File: config.mk
export PLATFORM = sky130hd
export DESIGN_NAME = tilt_kalman_filter_core
export DESIGN_NICKNAME = d
export VERILOG_FILES = /design/src/tkf_pkg.sv /design/src/tkf_mul.sv /design/src/tkf_div.sv /design/src/tkf_seq.sv /design/src/tilt_kalman_filter_core.sv
export SDC_FILE = /design/constraint.sdc
export NUM_CORES = 2
export LEC_CHECK = 0
export BUFFER_PORTS_ARGS = -buffer_cell sky130_fd_sc_hd__buf_2
export CAP_MARGIN = 10
export CORE_UTILIZATION = 55
export CTS_CLUSTER_DIAMETER = 200
export DETAILED_ROUTE_END_ITERATION = 8
export PLACE_DENSITY_LB_ADDON = 0.1
export SLEW_MARGIN = 0
export SYNTH_ARGS = -nofsm -noshare
export SYNTH_HDL_FRONTEND = slang
export SYNTH_HIERARCHICAL = 1
export SYNTH_SLANG_ARGS = --single-unit
export TNS_END_PERCENT = 20
File: constraint.sdc
create_clock -name clk -period 14.05 [get_ports clk]
set_input_delay 3.5125 -clock clk [delete_from_list [all_inputs] [get_ports clk]]
set_output_delay 3.5125 -clock clk [all_outputs]
set_load 0.05 [all_outputs]
File: src/tkf_pkg.sv
`default_nettype none

package tkf_pkg;

	localparam int FRAC_W = 24;
	localparam int CFG_W  = 31;
	localparam int IDX_W  = 2;
	// magnitude of num << 24
	localparam int DVD_W  = 32 + FRAC_W;
	// two quotient bits per cycle
	localparam int DIV_CYCLES = DVD_W / 2;

	typedef logic signed [31:0] tkf_q_t;

	localparam tkf_q_t ONE_Q = 32'sd16777216;
	localparam tkf_q_t MAX_Q = 32'sh7FFFFFFF;
	localparam tkf_q_t MIN_Q = 32'sh80000000;

	localparam logic [CFG_W-1:0] ANGLE_NOISE_RST = 31'd16777;
	localparam logic [CFG_W-1:0] BIAS_NOISE_RST  = 31'd50332;
	localparam logic [CFG_W-1:0] MEAS_NOISE_RST  = 31'd8388608;
	localparam logic [CFG_W-1:0] STEP_TIME_RST   = 31'd167772;

	localparam logic [IDX_W-1:0] CFG_ANGLE_NOISE = 2'd0;
	localparam logic [IDX_W-1:0] CFG_BIAS_NOISE  = 2'd1;
	localparam logic [IDX_W-1:0] CFG_MEAS_NOISE  = 2'd2;
	localparam logic [IDX_W-1:0] CFG_STEP_TIME   = 2'd3;

	// sequencer steps, in program order
	typedef enum logic [4:0] {
		ST_IDLE, ST_GB, ST_GBM, ST_ANG1, ST_D0, ST_D0M, ST_PAA1, ST_D1, ST_D1M,
		ST_PAB1, ST_PBA1, ST_QBM, ST_PBB1, ST_ERR, ST_E, ST_K0, ST_K1,
		ST_M00, ST_PAA2, ST_M01, ST_PAB2, ST_M10, ST_PBA2, ST_M11, ST_PBB2,
		ST_MA, ST_ANG2, ST_MB, ST_BIAS2, ST_RATE
	} tkf_state_t;

	typedef enum logic [2:0] {
		K_NONE, K_ADD, K_SUB, K_D0, K_MUL, K_DIV
	} tkf_kind_t;

	typedef enum logic [4:0] {
		OPD_ZERO, OPD_GYRO, OPD_MEAS, OPD_ANG, OPD_BIAS, OPD_PAA, OPD_PAB, OPD_PBA,
		OPD_PBB, OPD_TMP, OPD_ERR, OPD_E, OPD_K0, OPD_K1, OPD_T0, OPD_T1,
		OPD_QA, OPD_QB, OPD_RN, OPD_DT
	} tkf_opnd_t;

	typedef enum logic [3:0] {
		DST_NONE, DST_TMP, DST_ANG, DST_BIAS, DST_PAA, DST_PAB, DST_PBA, DST_PBB,
		DST_ERR, DST_E, DST_K0, DST_K1, DST_RATE
	} tkf_dest_t;

	typedef struct packed {
		tkf_kind_t kind;
		tkf_opnd_t a;
		tkf_opnd_t b;
		tkf_dest_t dst;
		logic      snap;
		logic      mul_go;
		logic      div_go;
		logic      wr;
	} tkf_uop_t;

	typedef struct packed {
		logic   go;
		tkf_q_t num;
		tkf_q_t den;
	} tkf_div_req_t;

endpackage

`default_nettype wire

File: src/tkf_mul.sv
`default_nettype none

module tkf_mul (
	input  wire logic           clk,
	input  wire logic           go,
	input  wire tkf_pkg::tkf_q_t a,
	input  wire tkf_pkg::tkf_q_t b,
	output tkf_pkg::tkf_q_t     res
);

	logic signed [63:0] prod_s1;
	logic signed [63:0] rnd;
	logic signed [39:0] shr;

	always_ff @(posedge clk) begin
		if (go) begin
			prod_s1 <= 64'(a) * 64'(b);
		end
	end

	// round half up, then clamp to 32 bits
	always_comb begin
		rnd = prod_s1 + (64'sd1 <<< (tkf_pkg::FRAC_W - 1));
		shr = rnd[63:tkf_pkg::FRAC_W];
		if (shr[39:31] == {9{shr[39]}}) begin
			res = shr[31:0];
		end else if (shr[39]) begin
			res = tkf_pkg::MIN_Q;
		end else begin
			res = tkf_pkg::MAX_Q;
		end
	end

endmodule

`default_nettype wire

File: src/tkf_div.sv
`default_nettype none

module tkf_div (
	input  wire logic                 clk,
	input  wire logic                 arst_n,
	input  wire tkf_pkg::tkf_div_req_t req,
	output logic                      done,
	output tkf_pkg::tkf_q_t           quot
);

	localparam int DW = tkf_pkg::DVD_W;
	localparam logic [4:0] LAST = 5'(tkf_pkg::DIV_CYCLES - 1);

	logic          busy_q;
	logic          done_q;
	logic [4:0]    cnt_q;
	logic          neg_q;
	logic [31:0]   rem_q;
	logic [31:0]   dmag_q;
	logic [DW-1:0] dvd_q;

	logic [31:0]   nmag;
	logic [31:0]   dmag;
	logic [31:0]   rem_d;
	logic [DW-1:0] dvd_d;
	logic [32:0]   trial;

	assign nmag = req.num[31] ? (~req.num + 32'd1) : req.num;
	assign dmag = req.den[31] ? (~req.den + 32'd1) : req.den;

	// two restoring steps; quotient bits shift in behind the dividend
	always_comb begin
		rem_d = rem_q;
		dvd_d = dvd_q;
		trial = '0;
		for (int i = 0; i < 2; i++) begin
			trial = {rem_d, dvd_d[DW-1]};
			dvd_d = {dvd_d[DW-2:0], 1'b0};
			if (trial >= {1'b0, dmag_q}) begin
				trial    = trial - {1'b0, dmag_q};
				dvd_d[0] = 1'b1;
			end
			rem_d = trial[31:0];
		end
	end

	always_ff @(posedge clk or negedge arst_n) begin
		if (!arst_n) begin
			busy_q <= 1'b0;
			done_q <= 1'b0;
			cnt_q  <= '0;
		end else begin
			done_q <= 1'b0;
			if (req.go) begin
				if (req.den == '0) begin
					done_q <= 1'b1;
				end else begin
					busy_q <= 1'b1;
					cnt_q  <= '0;
				end
			end else if (busy_q) begin
				cnt_q <= cnt_q + 5'd1;
				if (cnt_q == LAST) begin
					busy_q <= 1'b0;
					done_q <= 1'b1;
				end
			end
		end
	end

	always_ff @(posedge clk) begin
		if (req.go) begin
			rem_q  <= '0;
			dmag_q <= dmag;
			if (req.den == '0) begin
				// zero divisor: all ones clamps to the limit of the numerator's sign
				neg_q <= req.num[31];
				dvd_q <= (req.num == '0) ? '0 : '1;
			end else begin
				neg_q <= req.num[31] ^ req.den[31];
				dvd_q <= {nmag, {tkf_pkg::FRAC_W{1'b0}}};
			end
		end else if (busy_q) begin
			rem_q <= rem_d;
			dvd_q <= dvd_d;
		end
	end

	always_comb begin
		if (!neg_q) begin
			quot = (dvd_q > DW'(32'h7FFFFFFF)) ? tkf_pkg::MAX_Q : dvd_q[31:0];
		end else begin
			quot = (dvd_q > DW'(32'h80000000)) ? tkf_pkg::MIN_Q : (~dvd_q[31:0] + 32'd1);
		end
	end

	assign done = done_q;

	a_go_idle: assert property (@(posedge clk) disable iff (!arst_n)
		req.go |-> !busy_q)
		else $error("divider started while busy");

	a_finish: assert property (@(posedge clk) disable iff (!arst_n)
		(busy_q && cnt_q == LAST && !req.go) |=> (done_q && !busy_q))
		else $error("divider missed its last step");

endmodule

`default_nettype wire

File: src/tkf_seq.sv
`default_nettype none

module tkf_seq (
	input  wire logic          clk,
	input  wire logic          arst_n,
	input  wire logic          start,
	input  wire logic          div_done,
	input  wire logic          out_free,
	output tkf_pkg::tkf_uop_t  uop,
	output logic               busy
);

	tkf_pkg::tkf_state_t state_q, state_d, step;
	logic                phase_q, phase_d;

	function automatic tkf_pkg::tkf_uop_t mk(
		input tkf_pkg::tkf_kind_t k,
		input tkf_pkg::tkf_opnd_t a,
		input tkf_pkg::tkf_opnd_t b,
		input tkf_pkg::tkf_dest_t d
	);
		tkf_pkg::tkf_uop_t u;
		u        = '0;
		u.kind   = k;
		u.a      = a;
		u.b      = b;
		u.dst    = d;
		return u;
	endfunction

	assign step = tkf_pkg::tkf_state_t'(state_q + 5'd1);
	assign busy = (state_q != tkf_pkg::ST_IDLE);

	always_ff @(posedge clk or negedge arst_n) begin
		if (!arst_n) begin
			state_q <= tkf_pkg::ST_IDLE;
			phase_q <= 1'b0;
		end else begin
			state_q <= state_d;
			phase_q <= phase_d;
		end
	end

	// next state
	always_comb begin
		state_d = state_q;
		phase_d = 1'b0;
		case (uop.kind)
			tkf_pkg::K_NONE: begin
				if (start) state_d = tkf_pkg::ST_GB;
			end
			tkf_pkg::K_MUL: begin
				if (phase_q) state_d = step;
				else phase_d = 1'b1;
			end
			tkf_pkg::K_DIV: begin
				if (phase_q && div_done) state_d = step;
				else phase_d = 1'b1;
			end
			default: begin
				if (uop.dst != tkf_pkg::DST_RATE) state_d = step;
				else if (out_free) state_d = tkf_pkg::ST_IDLE;
			end
		endcase
	end

	// step decode
	always_comb begin
		case (state_q)
			tkf_pkg::ST_GB:    uop = mk(tkf_pkg::K_SUB, tkf_pkg::OPD_GYRO, tkf_pkg::OPD_BIAS,
				tkf_pkg::DST_TMP);
			tkf_pkg::ST_GBM:   uop = mk(tkf_pkg::K_MUL, tkf_pkg::OPD_TMP, tkf_pkg::OPD_DT,
				tkf_pkg::DST_TMP);
			tkf_pkg::ST_ANG1:  uop = mk(tkf_pkg::K_ADD, tkf_pkg::OPD_ANG, tkf_pkg::OPD_TMP,
				tkf_pkg::DST_ANG);
			tkf_pkg::ST_D0:    uop = mk(tkf_pkg::K_D0, tkf_pkg::OPD_QA, tkf_pkg::OPD_PAB,
				tkf_pkg::DST_TMP);
			tkf_pkg::ST_D0M:   uop = mk(tkf_pkg::K_MUL, tkf_pkg::OPD_TMP, tkf_pkg::OPD_DT,
				tkf_pkg::DST_TMP);
			tkf_pkg::ST_PAA1:  uop = mk(tkf_pkg::K_ADD, tkf_pkg::OPD_PAA, tkf_pkg::OPD_TMP,
				tkf_pkg::DST_PAA);
			tkf_pkg::ST_D1:    uop = mk(tkf_pkg::K_SUB, tkf_pkg::OPD_ZERO, tkf_pkg::OPD_PBB,
				tkf_pkg::DST_TMP);
			tkf_pkg::ST_D1M:   uop = mk(tkf_pkg::K_MUL, tkf_pkg::OPD_TMP, tkf_pkg::OPD_DT,
				tkf_pkg::DST_TMP);
			tkf_pkg::ST_PAB1:  uop = mk(tkf_pkg::K_ADD, tkf_pkg::OPD_PAB, tkf_pkg::OPD_TMP,
				tkf_pkg::DST_PAB);
			tkf_pkg::ST_PBA1:  uop = mk(tkf_pkg::K_ADD, tkf_pkg::OPD_PBA, tkf_pkg::OPD_TMP,
				tkf_pkg::DST_PBA);
			tkf_pkg::ST_QBM:   uop = mk(tkf_pkg::K_MUL, tkf_pkg::OPD_QB, tkf_pkg::OPD_DT,
				tkf_pkg::DST_TMP);
			tkf_pkg::ST_PBB1:  uop = mk(tkf_pkg::K_ADD, tkf_pkg::OPD_PBB, tkf_pkg::OPD_TMP,
				tkf_pkg::DST_PBB);
			tkf_pkg::ST_ERR:   uop = mk(tkf_pkg::K_SUB, tkf_pkg::OPD_MEAS, tkf_pkg::OPD_ANG,
				tkf_pkg::DST_ERR);
			tkf_pkg::ST_E:     uop = mk(tkf_pkg::K_ADD, tkf_pkg::OPD_RN, tkf_pkg::OPD_PAA,
				tkf_pkg::DST_E);
			tkf_pkg::ST_K0:    uop = mk(tkf_pkg::K_DIV, tkf_pkg::OPD_PAA, tkf_pkg::OPD_E,
				tkf_pkg::DST_K0);
			tkf_pkg::ST_K1:    uop = mk(tkf_pkg::K_DIV, tkf_pkg::OPD_PBA, tkf_pkg::OPD_E,
				tkf_pkg::DST_K1);
			tkf_pkg::ST_M00:   uop = mk(tkf_pkg::K_MUL, tkf_pkg::OPD_K0, tkf_pkg::OPD_T0,
				tkf_pkg::DST_TMP);
			tkf_pkg::ST_PAA2:  uop = mk(tkf_pkg::K_SUB, tkf_pkg::OPD_PAA, tkf_pkg::OPD_TMP,
				tkf_pkg::DST_PAA);
			tkf_pkg::ST_M01:   uop = mk(tkf_pkg::K_MUL, tkf_pkg::OPD_K0, tkf_pkg::OPD_T1,
				tkf_pkg::DST_TMP);
			tkf_pkg::ST_PAB2:  uop = mk(tkf_pkg::K_SUB, tkf_pkg::OPD_PAB, tkf_pkg::OPD_TMP,
				tkf_pkg::DST_PAB);
			tkf_pkg::ST_M10:   uop = mk(tkf_pkg::K_MUL, tkf_pkg::OPD_K1, tkf_pkg::OPD_T0,
				tkf_pkg::DST_TMP);
			tkf_pkg::ST_PBA2:  uop = mk(tkf_pkg::K_SUB, tkf_pkg::OPD_PBA, tkf_pkg::OPD_TMP,
				tkf_pkg::DST_PBA);
			tkf_pkg::ST_M11:   uop = mk(tkf_pkg::K_MUL, tkf_pkg::OPD_K1, tkf_pkg::OPD_T1,
				tkf_pkg::DST_TMP);
			tkf_pkg::ST_PBB2:  uop = mk(tkf_pkg::K_SUB, tkf_pkg::OPD_PBB, tkf_pkg::OPD_TMP,
				tkf_pkg::DST_PBB);
			tkf_pkg::ST_MA:    uop = mk(tkf_pkg::K_MUL, tkf_pkg::OPD_K0, tkf_pkg::OPD_ERR,
				tkf_pkg::DST_TMP);
			tkf_pkg::ST_ANG2:  uop = mk(tkf_pkg::K_ADD, tkf_pkg::OPD_ANG, tkf_pkg::OPD_TMP,
				tkf_pkg::DST_ANG);
			tkf_pkg::ST_MB:    uop = mk(tkf_pkg::K_MUL, tkf_pkg::OPD_K1, tkf_pkg::OPD_ERR,
				tkf_pkg::DST_TMP);
			tkf_pkg::ST_BIAS2: uop = mk(tkf_pkg::K_ADD, tkf_pkg::OPD_BIAS, tkf_pkg::OPD_TMP,
				tkf_pkg::DST_BIAS);
			tkf_pkg::ST_RATE:  uop = mk(tkf_pkg::K_SUB, tkf_pkg::OPD_GYRO, tkf_pkg::OPD_BIAS,
				tkf_pkg::DST_RATE);
			default:           uop = mk(tkf_pkg::K_NONE, tkf_pkg::OPD_ZERO, tkf_pkg::OPD_ZERO,
				tkf_pkg::DST_NONE);
		endcase
		uop.snap   = (state_q == tkf_pkg::ST_E);
		uop.mul_go = (uop.kind == tkf_pkg::K_MUL) && !phase_q;
		uop.div_go = (uop.kind == tkf_pkg::K_DIV) && !phase_q;
		case (uop.kind)
			tkf_pkg::K_NONE: uop.wr = 1'b0;
			tkf_pkg::K_MUL:  uop.wr = phase_q;
			tkf_pkg::K_DIV:  uop.wr = phase_q && div_done;
			default:         uop.wr = (uop.dst != tkf_pkg::DST_RATE) || out_free;
		endcase
	end

endmodule

`default_nettype wire

File: src/tilt_kalman_filter_core.sv
`default_nettype none

// channel  dir  beat qualifier        payload
// in       in   in_valid & !in_stall   meas_angle, gyro_rate
// out      out  out_valid & !out_stall angle_estimate, rate_estimate
// cfg      in   cfg_valid & cfg_ready  cfg_index, cfg_data
//
// A zero divisor (angle variance plus measurement noise) skips the divider's restoring steps.
// Two gain divisions (issue, 28 steps of two quotient bits, write) dominate the run;
// ten products share one multiplier, each issued and then written from its product register.
// in_stall is high from the accepted beat until the result is loaded into the
// output register; a result held by out_stall does not block the next beat.
// Reset clears the estimates, sets the covariance to identity and loads the
// default noise and step settings.

module tilt_kalman_filter_core (
	input  wire logic                         clk,
	input  wire logic                         arst_n,
	input  wire logic                         in_valid,
	output logic                              in_stall,
	input  wire logic signed [31:0]           meas_angle,
	input  wire logic signed [31:0]           gyro_rate,
	output logic                              out_valid,
	input  wire logic                         out_stall,
	output logic signed [31:0]                angle_estimate,
	output logic signed [31:0]                rate_estimate,
	input  wire logic                         cfg_valid,
	output logic                              cfg_ready,
	input  wire logic [tkf_pkg::IDX_W-1:0]    cfg_index,
	input  wire logic [tkf_pkg::CFG_W-1:0]    cfg_data
);

	tkf_pkg::tkf_uop_t     uop;
	tkf_pkg::tkf_div_req_t div_req;
	logic                  busy;
	logic                  start;
	logic                  out_free;
	logic                  div_done;
	tkf_pkg::tkf_q_t       div_quot;
	tkf_pkg::tkf_q_t       mul_res;

	logic [tkf_pkg::CFG_W-1:0] qa_q, qb_q, rn_q, dt_q;
	tkf_pkg::tkf_q_t ang_q, bias_q, paa_q, pab_q, pba_q, pbb_q;
	tkf_pkg::tkf_q_t gyro_q, meas_q, tmp_q, err_q, e_q, k0_q, k1_q, t0_q, t1_q;
	tkf_pkg::tkf_q_t angle_out_q, rate_out_q;
	logic            out_valid_q;

	tkf_pkg::tkf_q_t     opa, opb, alu_sat, res;
	logic signed [33:0]  alu34;

	function automatic tkf_pkg::tkf_q_t pick(
		input tkf_pkg::tkf_opnd_t s,
		input tkf_pkg::tkf_q_t    gy, me, an, bi, aa, ab, ba, bb, tm, er, ee, g0, g1, c0, c1,
		input logic [tkf_pkg::CFG_W-1:0] qa, qb, rn, dt
	);
		tkf_pkg::tkf_q_t v;
		case (s)
			tkf_pkg::OPD_GYRO: v = gy;
			tkf_pkg::OPD_MEAS: v = me;
			tkf_pkg::OPD_ANG:  v = an;
			tkf_pkg::OPD_BIAS: v = bi;
			tkf_pkg::OPD_PAA:  v = aa;
			tkf_pkg::OPD_PAB:  v = ab;
			tkf_pkg::OPD_PBA:  v = ba;
			tkf_pkg::OPD_PBB:  v = bb;
			tkf_pkg::OPD_TMP:  v = tm;
			tkf_pkg::OPD_ERR:  v = er;
			tkf_pkg::OPD_E:    v = ee;
			tkf_pkg::OPD_K0:   v = g0;
			tkf_pkg::OPD_K1:   v = g1;
			tkf_pkg::OPD_T0:   v = c0;
			tkf_pkg::OPD_T1:   v = c1;
			tkf_pkg::OPD_QA:   v = {1'b0, qa};
			tkf_pkg::OPD_QB:   v = {1'b0, qb};
			tkf_pkg::OPD_RN:   v = {1'b0, rn};
			tkf_pkg::OPD_DT:   v = {1'b0, dt};
			default:           v = '0;
		endcase
		return v;
	endfunction

	assign start     = in_valid && !busy;
	assign in_stall  = busy;
	assign out_free  = !out_valid_q || !out_stall;
	assign cfg_ready = 1'b1;

	tkf_seq u_seq (
		.clk      (clk),
		.arst_n   (arst_n),
		.start    (start),
		.div_done (div_done),
		.out_free (out_free),
		.uop      (uop),
		.busy     (busy)
	);

	always_comb begin
		opa = pick(uop.a, gyro_q, meas_q, ang_q, bias_q, paa_q, pab_q, pba_q, pbb_q, tmp_q,
			err_q, e_q, k0_q, k1_q, t0_q, t1_q, qa_q, qb_q, rn_q, dt_q);
		opb = pick(uop.b, gyro_q, meas_q, ang_q, bias_q, paa_q, pab_q, pba_q, pbb_q, tmp_q,
			err_q, e_q, k0_q, k1_q, t0_q, t1_q, qa_q, qb_q, rn_q, dt_q);
	end

	tkf_mul u_mul (
		.clk (clk),
		.go  (uop.mul_go),
		.a   (opa),
		.b   (opb),
		.res (mul_res)
	);

	assign div_req.go  = uop.div_go;
	assign div_req.num = opa;
	assign div_req.den = opb;

	tkf_div u_div (
		.clk    (clk),
		.arst_n (arst_n),
		.req    (div_req),
		.done   (div_done),
		.quot   (div_quot)
	);

	// saturating add/sub; the angle-variance drift subtracts both cross terms at once
	always_comb begin
		case (uop.kind)
			tkf_pkg::K_ADD: alu34 = 34'(opa) + 34'(opb);
			tkf_pkg::K_SUB: alu34 = 34'(opa) - 34'(opb);
			tkf_pkg::K_D0:  alu34 = 34'(opa) - 34'(opb) - 34'(pba_q);
			default:        alu34 = '0;
		endcase
		if (alu34[33:31] == {3{alu34[33]}}) begin
			alu_sat = alu34[31:0];
		end else if (alu34[33]) begin
			alu_sat = tkf_pkg::MIN_Q;
		end else begin
			alu_sat = tkf_pkg::MAX_Q;
		end
		case (uop.kind)
			tkf_pkg::K_MUL: res = mul_res;
			tkf_pkg::K_DIV: res = div_quot;
			default:        res = alu_sat;
		endcase
	end

	always_ff @(posedge clk or negedge arst_n) begin
		if (!arst_n) begin
			qa_q <= tkf_pkg::ANGLE_NOISE_RST;
			qb_q <= tkf_pkg::BIAS_NOISE_RST;
			rn_q <= tkf_pkg::MEAS_NOISE_RST;
			dt_q <= tkf_pkg::STEP_TIME_RST;
		end else if (cfg_valid && cfg_ready) begin
			case (cfg_index)
				tkf_pkg::CFG_ANGLE_NOISE: qa_q <= cfg_data;
				tkf_pkg::CFG_BIAS_NOISE:  qb_q <= cfg_data;
				tkf_pkg::CFG_MEAS_NOISE:  rn_q <= cfg_data;
				tkf_pkg::CFG_STEP_TIME:   dt_q <= cfg_data;
				default: ;
			endcase
		end
	end

	always_ff @(posedge clk or negedge arst_n) begin
		if (!arst_n) begin
			ang_q       <= '0;
			bias_q      <= '0;
			paa_q       <= tkf_pkg::ONE_Q;
			pab_q       <= '0;
			pba_q       <= '0;
			pbb_q       <= tkf_pkg::ONE_Q;
			out_valid_q <= 1'b0;
		end else begin
			if (uop.wr) begin
				case (uop.dst)
					tkf_pkg::DST_ANG:  ang_q  <= res;
					tkf_pkg::DST_BIAS: bias_q <= res;
					tkf_pkg::DST_PAA:  paa_q  <= res;
					tkf_pkg::DST_PAB:  pab_q  <= res;
					tkf_pkg::DST_PBA:  pba_q  <= res;
					tkf_pkg::DST_PBB:  pbb_q  <= res;
					default: ;
				endcase
			end
			if (uop.wr && uop.dst == tkf_pkg::DST_RATE) begin
				out_valid_q <= 1'b1;
			end else if (!out_stall) begin
				out_valid_q <= 1'b0;
			end
		end
	end

	always_ff @(posedge clk) begin
		if (start) begin
			gyro_q <= gyro_rate;
			meas_q <= meas_angle;
		end
		if (uop.snap) begin
			t0_q <= paa_q;
			t1_q <= pab_q;
		end
		if (uop.wr) begin
			case (uop.dst)
				tkf_pkg::DST_TMP: tmp_q <= res;
				tkf_pkg::DST_ERR: err_q <= res;
				tkf_pkg::DST_E:   e_q   <= res;
				tkf_pkg::DST_K0:  k0_q  <= res;
				tkf_pkg::DST_K1:  k1_q  <= res;
				tkf_pkg::DST_RATE: begin
					rate_out_q  <= res;
					angle_out_q <= ang_q;
				end
				default: ;
			endcase
		end
	end

	assign out_valid      = out_valid_q;
	assign angle_estimate = angle_out_q;
	assign rate_estimate  = rate_out_q;

	a_start_busy: assert property (@(posedge clk) disable iff (!arst_n)
		start |=> busy)
		else $error("accepted beat did not start the sequencer");

	a_no_overwrite: assert property (@(posedge clk) disable iff (!arst_n)
		(uop.wr && uop.dst == tkf_pkg::DST_RATE) |-> out_free)
		else $error("result written over a held output");

	a_out_source: assert property (@(posedge clk) disable iff (!arst_n)
		$rose(out_valid_q) |-> $past(uop.wr && uop.dst == tkf_pkg::DST_RATE))
		else $error("output valid without a result");

endmodule

`default_nettype wire
==> results.yml <==
timing:
  hold_viol: 0
  slew_headroom_pct: 7.296
  whs_ns: 0.4819
  worst_slew_pin_slew_ns: 1.389
  tns_ns: 0
  fin_skew_ns: 0.08361
  finalSetupViolCount: 0
  rsz0062_at_grt: "false"
  maxSlewViolCount: 0
  min_period_ns: 13.58
  fmax_mhz: 73.61
  min_period_over_period_pct: 96.69
pwr:
  ir_drop_mv: 0.1126
  netSwitchingFraction_pct: 24.71
  clockPowerShare_pct: 44.6
  internal_power_mw: 4.429
  power.share.sequential_pct: 51.6
  powerDensity_nw_per_um2: 62.11
  p_leak_nw: 41.42
  p_sw_mw: 1.454
  p_comb_share_pct: 3.8
cells_and_area:
  design_area_sq_um: 94720
  stdcell_count: 11080
  fin_util_pct: 60.43
  mostFrequentLayoutCells: "inv_1, fa_1, nand2_1"
  top_register: "u_div/dvd_q"
  reg.largest.list: "u_div/dvd_q (56), u_mul/prod_s1 (41)"
  nets: 10470
  final_common_cell: "inv_1"
  largest_register_ffs: 56
  drive_gt1_share_pct: 12.18
  syn_to_final_growth_pct: 8.709
logic_synthesis:
  yosys.area.top_type: "fa_1"
  synthDominantCellAreaShare_pct: 24.95
  synth_warnings: 6
  synthCells: 8884
  synth_area_sq_um: 87130
  synth_edf_count: 482
  synth_ff_type: "edfxtp_1"
  yosysSeqAreaShare_pct: 26.86
  synth_area_leaders: "fa_1, edfxtp_1, dfrtp_1, inv_1, ha_1"
  ys_ff_latch: 844
  async_reset_ff_share_pct: 39.10
  avgSynthCellArea_sq_um: 9.808
  syn_nets: 10430
  yosysUniqueCellTypes: 121
worst_setup_path:
  r2r-start: "u_seq/state_q[0]$_DFFE_PN0P_"
  endpoint_kind: "flop"
  path_class: "flop to flop"
  crit_required_ns: 14.56
  critPathLaunch: "u_seq/state_q[0]$_DFFE_PN0P_"
  critical-path-slowest-cell: "nor2_4"
  r2r-end: "u_mul/prod_s1[59]$_DFFE_PP_"
  startpoint_type: "flop"
  worstRegToRegCells: 39
  rrSetupSlack_ns: 0.47
  critPathMaxStageDelay_ns: 1.02
  endpoint: "u_mul/prod_s1[59]$_DFFE_PP_"
  worstPathArrival_ns: 14.10
  cp_max_fo: 25
  crit_top_cell: "fa_1"
flow_run:
  cap_viol_max_count: 0
placement:
  dp_hpwl_mm: 240.6
  gp_congestion: 1.005
  numPortBuffers: 167
  numPlacedInstances: 10890
  place_area_sq_um: 91430
die:
  dieArea_sq_um: 160000
  num_io_pins: 169
  initial_core_util_pct: 55.59
  die_w_um: 400.0
  std_cell_rows: 145
  coreArea_sq_um: 156800
  die_h_um: 400.0
clock_tree:
  cts_setup_buffers: 0
  htreeDepth: 3
  clock_latency_ns: 0.77
  cts_buffers: 93
  cts_tree: "yes"
  cts_root_buf: "clkbuf_16"
  cts.path.max_buffers: 3
  clk_pin_slew_ns: 0.07
  cts_sinks: 844
detailed_routing:
  post_drt_wl_per_cell_um: 29.15
  vias: 72600
  drtPass1Iterations: 9
  drc_errors: 17
  dr.first_iter.drc_count: 9536
  drtAntennaViolNets: 0
  vias_per_cell: 6.555
  routed_wl_mm: 322.8
worst_hold_path:
  min_from: "paa_q[7]$_DFFE_PN0P_"
  hp-class: "flop to flop"
outcome:
  violations: "design-rule violations"
  status: "complete, but fails checks"
grt:
  antenna_found_initial: 16
  first_global_vias: 72320
  grt_max_degree: 82
  grt_util_all_layers_pct: 40.36
  grt_overflow: 0
  grt_pass1_wl_mm: 474.1
how the worst min path moves through the flow:
stage          slack [ns]                           end  cells after the start
6_report             0.48             t0_q[7]$_DFFE_PP_                      0
5_1_grt              0.49             t0_q[7]$_DFFE_PP_                      0
4_1_cts              0.46             t0_q[7]$_DFFE_PP_                      0
3_5_place_dp         0.48  u_div/rem_q[23]$_SDFFE_PP0P_                      2
3_3_place_gp         0.47  angle_estimate[10]$_DFFE_PP_                      0
2_1_floorplan        0.45  angle_estimate[10]$_DFFE_PP_                      0
cells by family (layout without fill, tap and decap cells):
family	after synthesis	in the layout	share of synthesized area, %
other	1	12	0.004304
AO/OA/AOI/OAI	1762	1762	14.35
multiplexers	291	291	3.785
adder cells (fa/ha/maj)	1439	1439	30.02
AND/OR/NAND/NOR	2487	2487	14.44
flip-flops	844	844	26.86
buffers and inverters	1796	1919	7.875
XOR/XNOR	264	264	2.671
critical path: cells and delay by family, from the launching register on:
kind                     cells  cell delay (ns)
flip-flops                   1             0.65
AO/OA/AOI/OAI                5             1.01
adder cells (fa/ha/maj)     10             4.83
buffers and inverters       10             1.75
AND/OR/NAND/NOR             13             4.97
XOR/XNOR                     1             0.07
power groups by stage:
stage	Sequential [mW]	Combinational [mW]	Clock (mW)
floorplan	2.96	0.155	0
CTS	3.02	0.222	2.64
finish	3.04	0.222	2.62
detailed placement	3.07	0.221	0
global route	3.05	0.245	2.72
global placement	3.07	0.209	0
cell type report:
cell class	instances	area, sq um
multi-input cells	6244	57240
fillers	13540	62030
clock buffers	123	2531
diodes	11	27.53
well taps	2058	2575
repair buffers	476	3473
flip-flops and latches	844	23400
clock inverters	53	711.9
inverters	1267	4758
through the flow:
step	total power, mW	setup WS, ns
finish	5.883	0.4655
global route	6.015	0.1960
CTS	5.890	0.6877
detailed placement	3.293	0.6829
global placement	3.281	0.8332
floorplan	3.118	2.749
timing repair:
action,in CTS,in global routing
setup endpoints to repair,0,1
endpoints found under the hold margin,0,0
hold buffers,0,0
resized for setup,0,1
cell usage after synthesis, drive strengths merged (253+ instances only):
cell type  count
inv         1266
fa          1086
nand2        845
and2         509
edfxtp       482
clkbuf       452
nor2         386
a22oi        373
a21oi        353
ha           353
dfrtp        305
o21ai        273
mux2         253
layer usage:
metal	GRT usage (%)	vias up	part of all wire (%)
met5	0	-	0.017
met4	17.88	10	5.4
met3	9.597	940	11
met2	60.13	4554	43
met1	56.10	36810	40
li1	-	30290	-
Power figures use the tool's default switching activity.
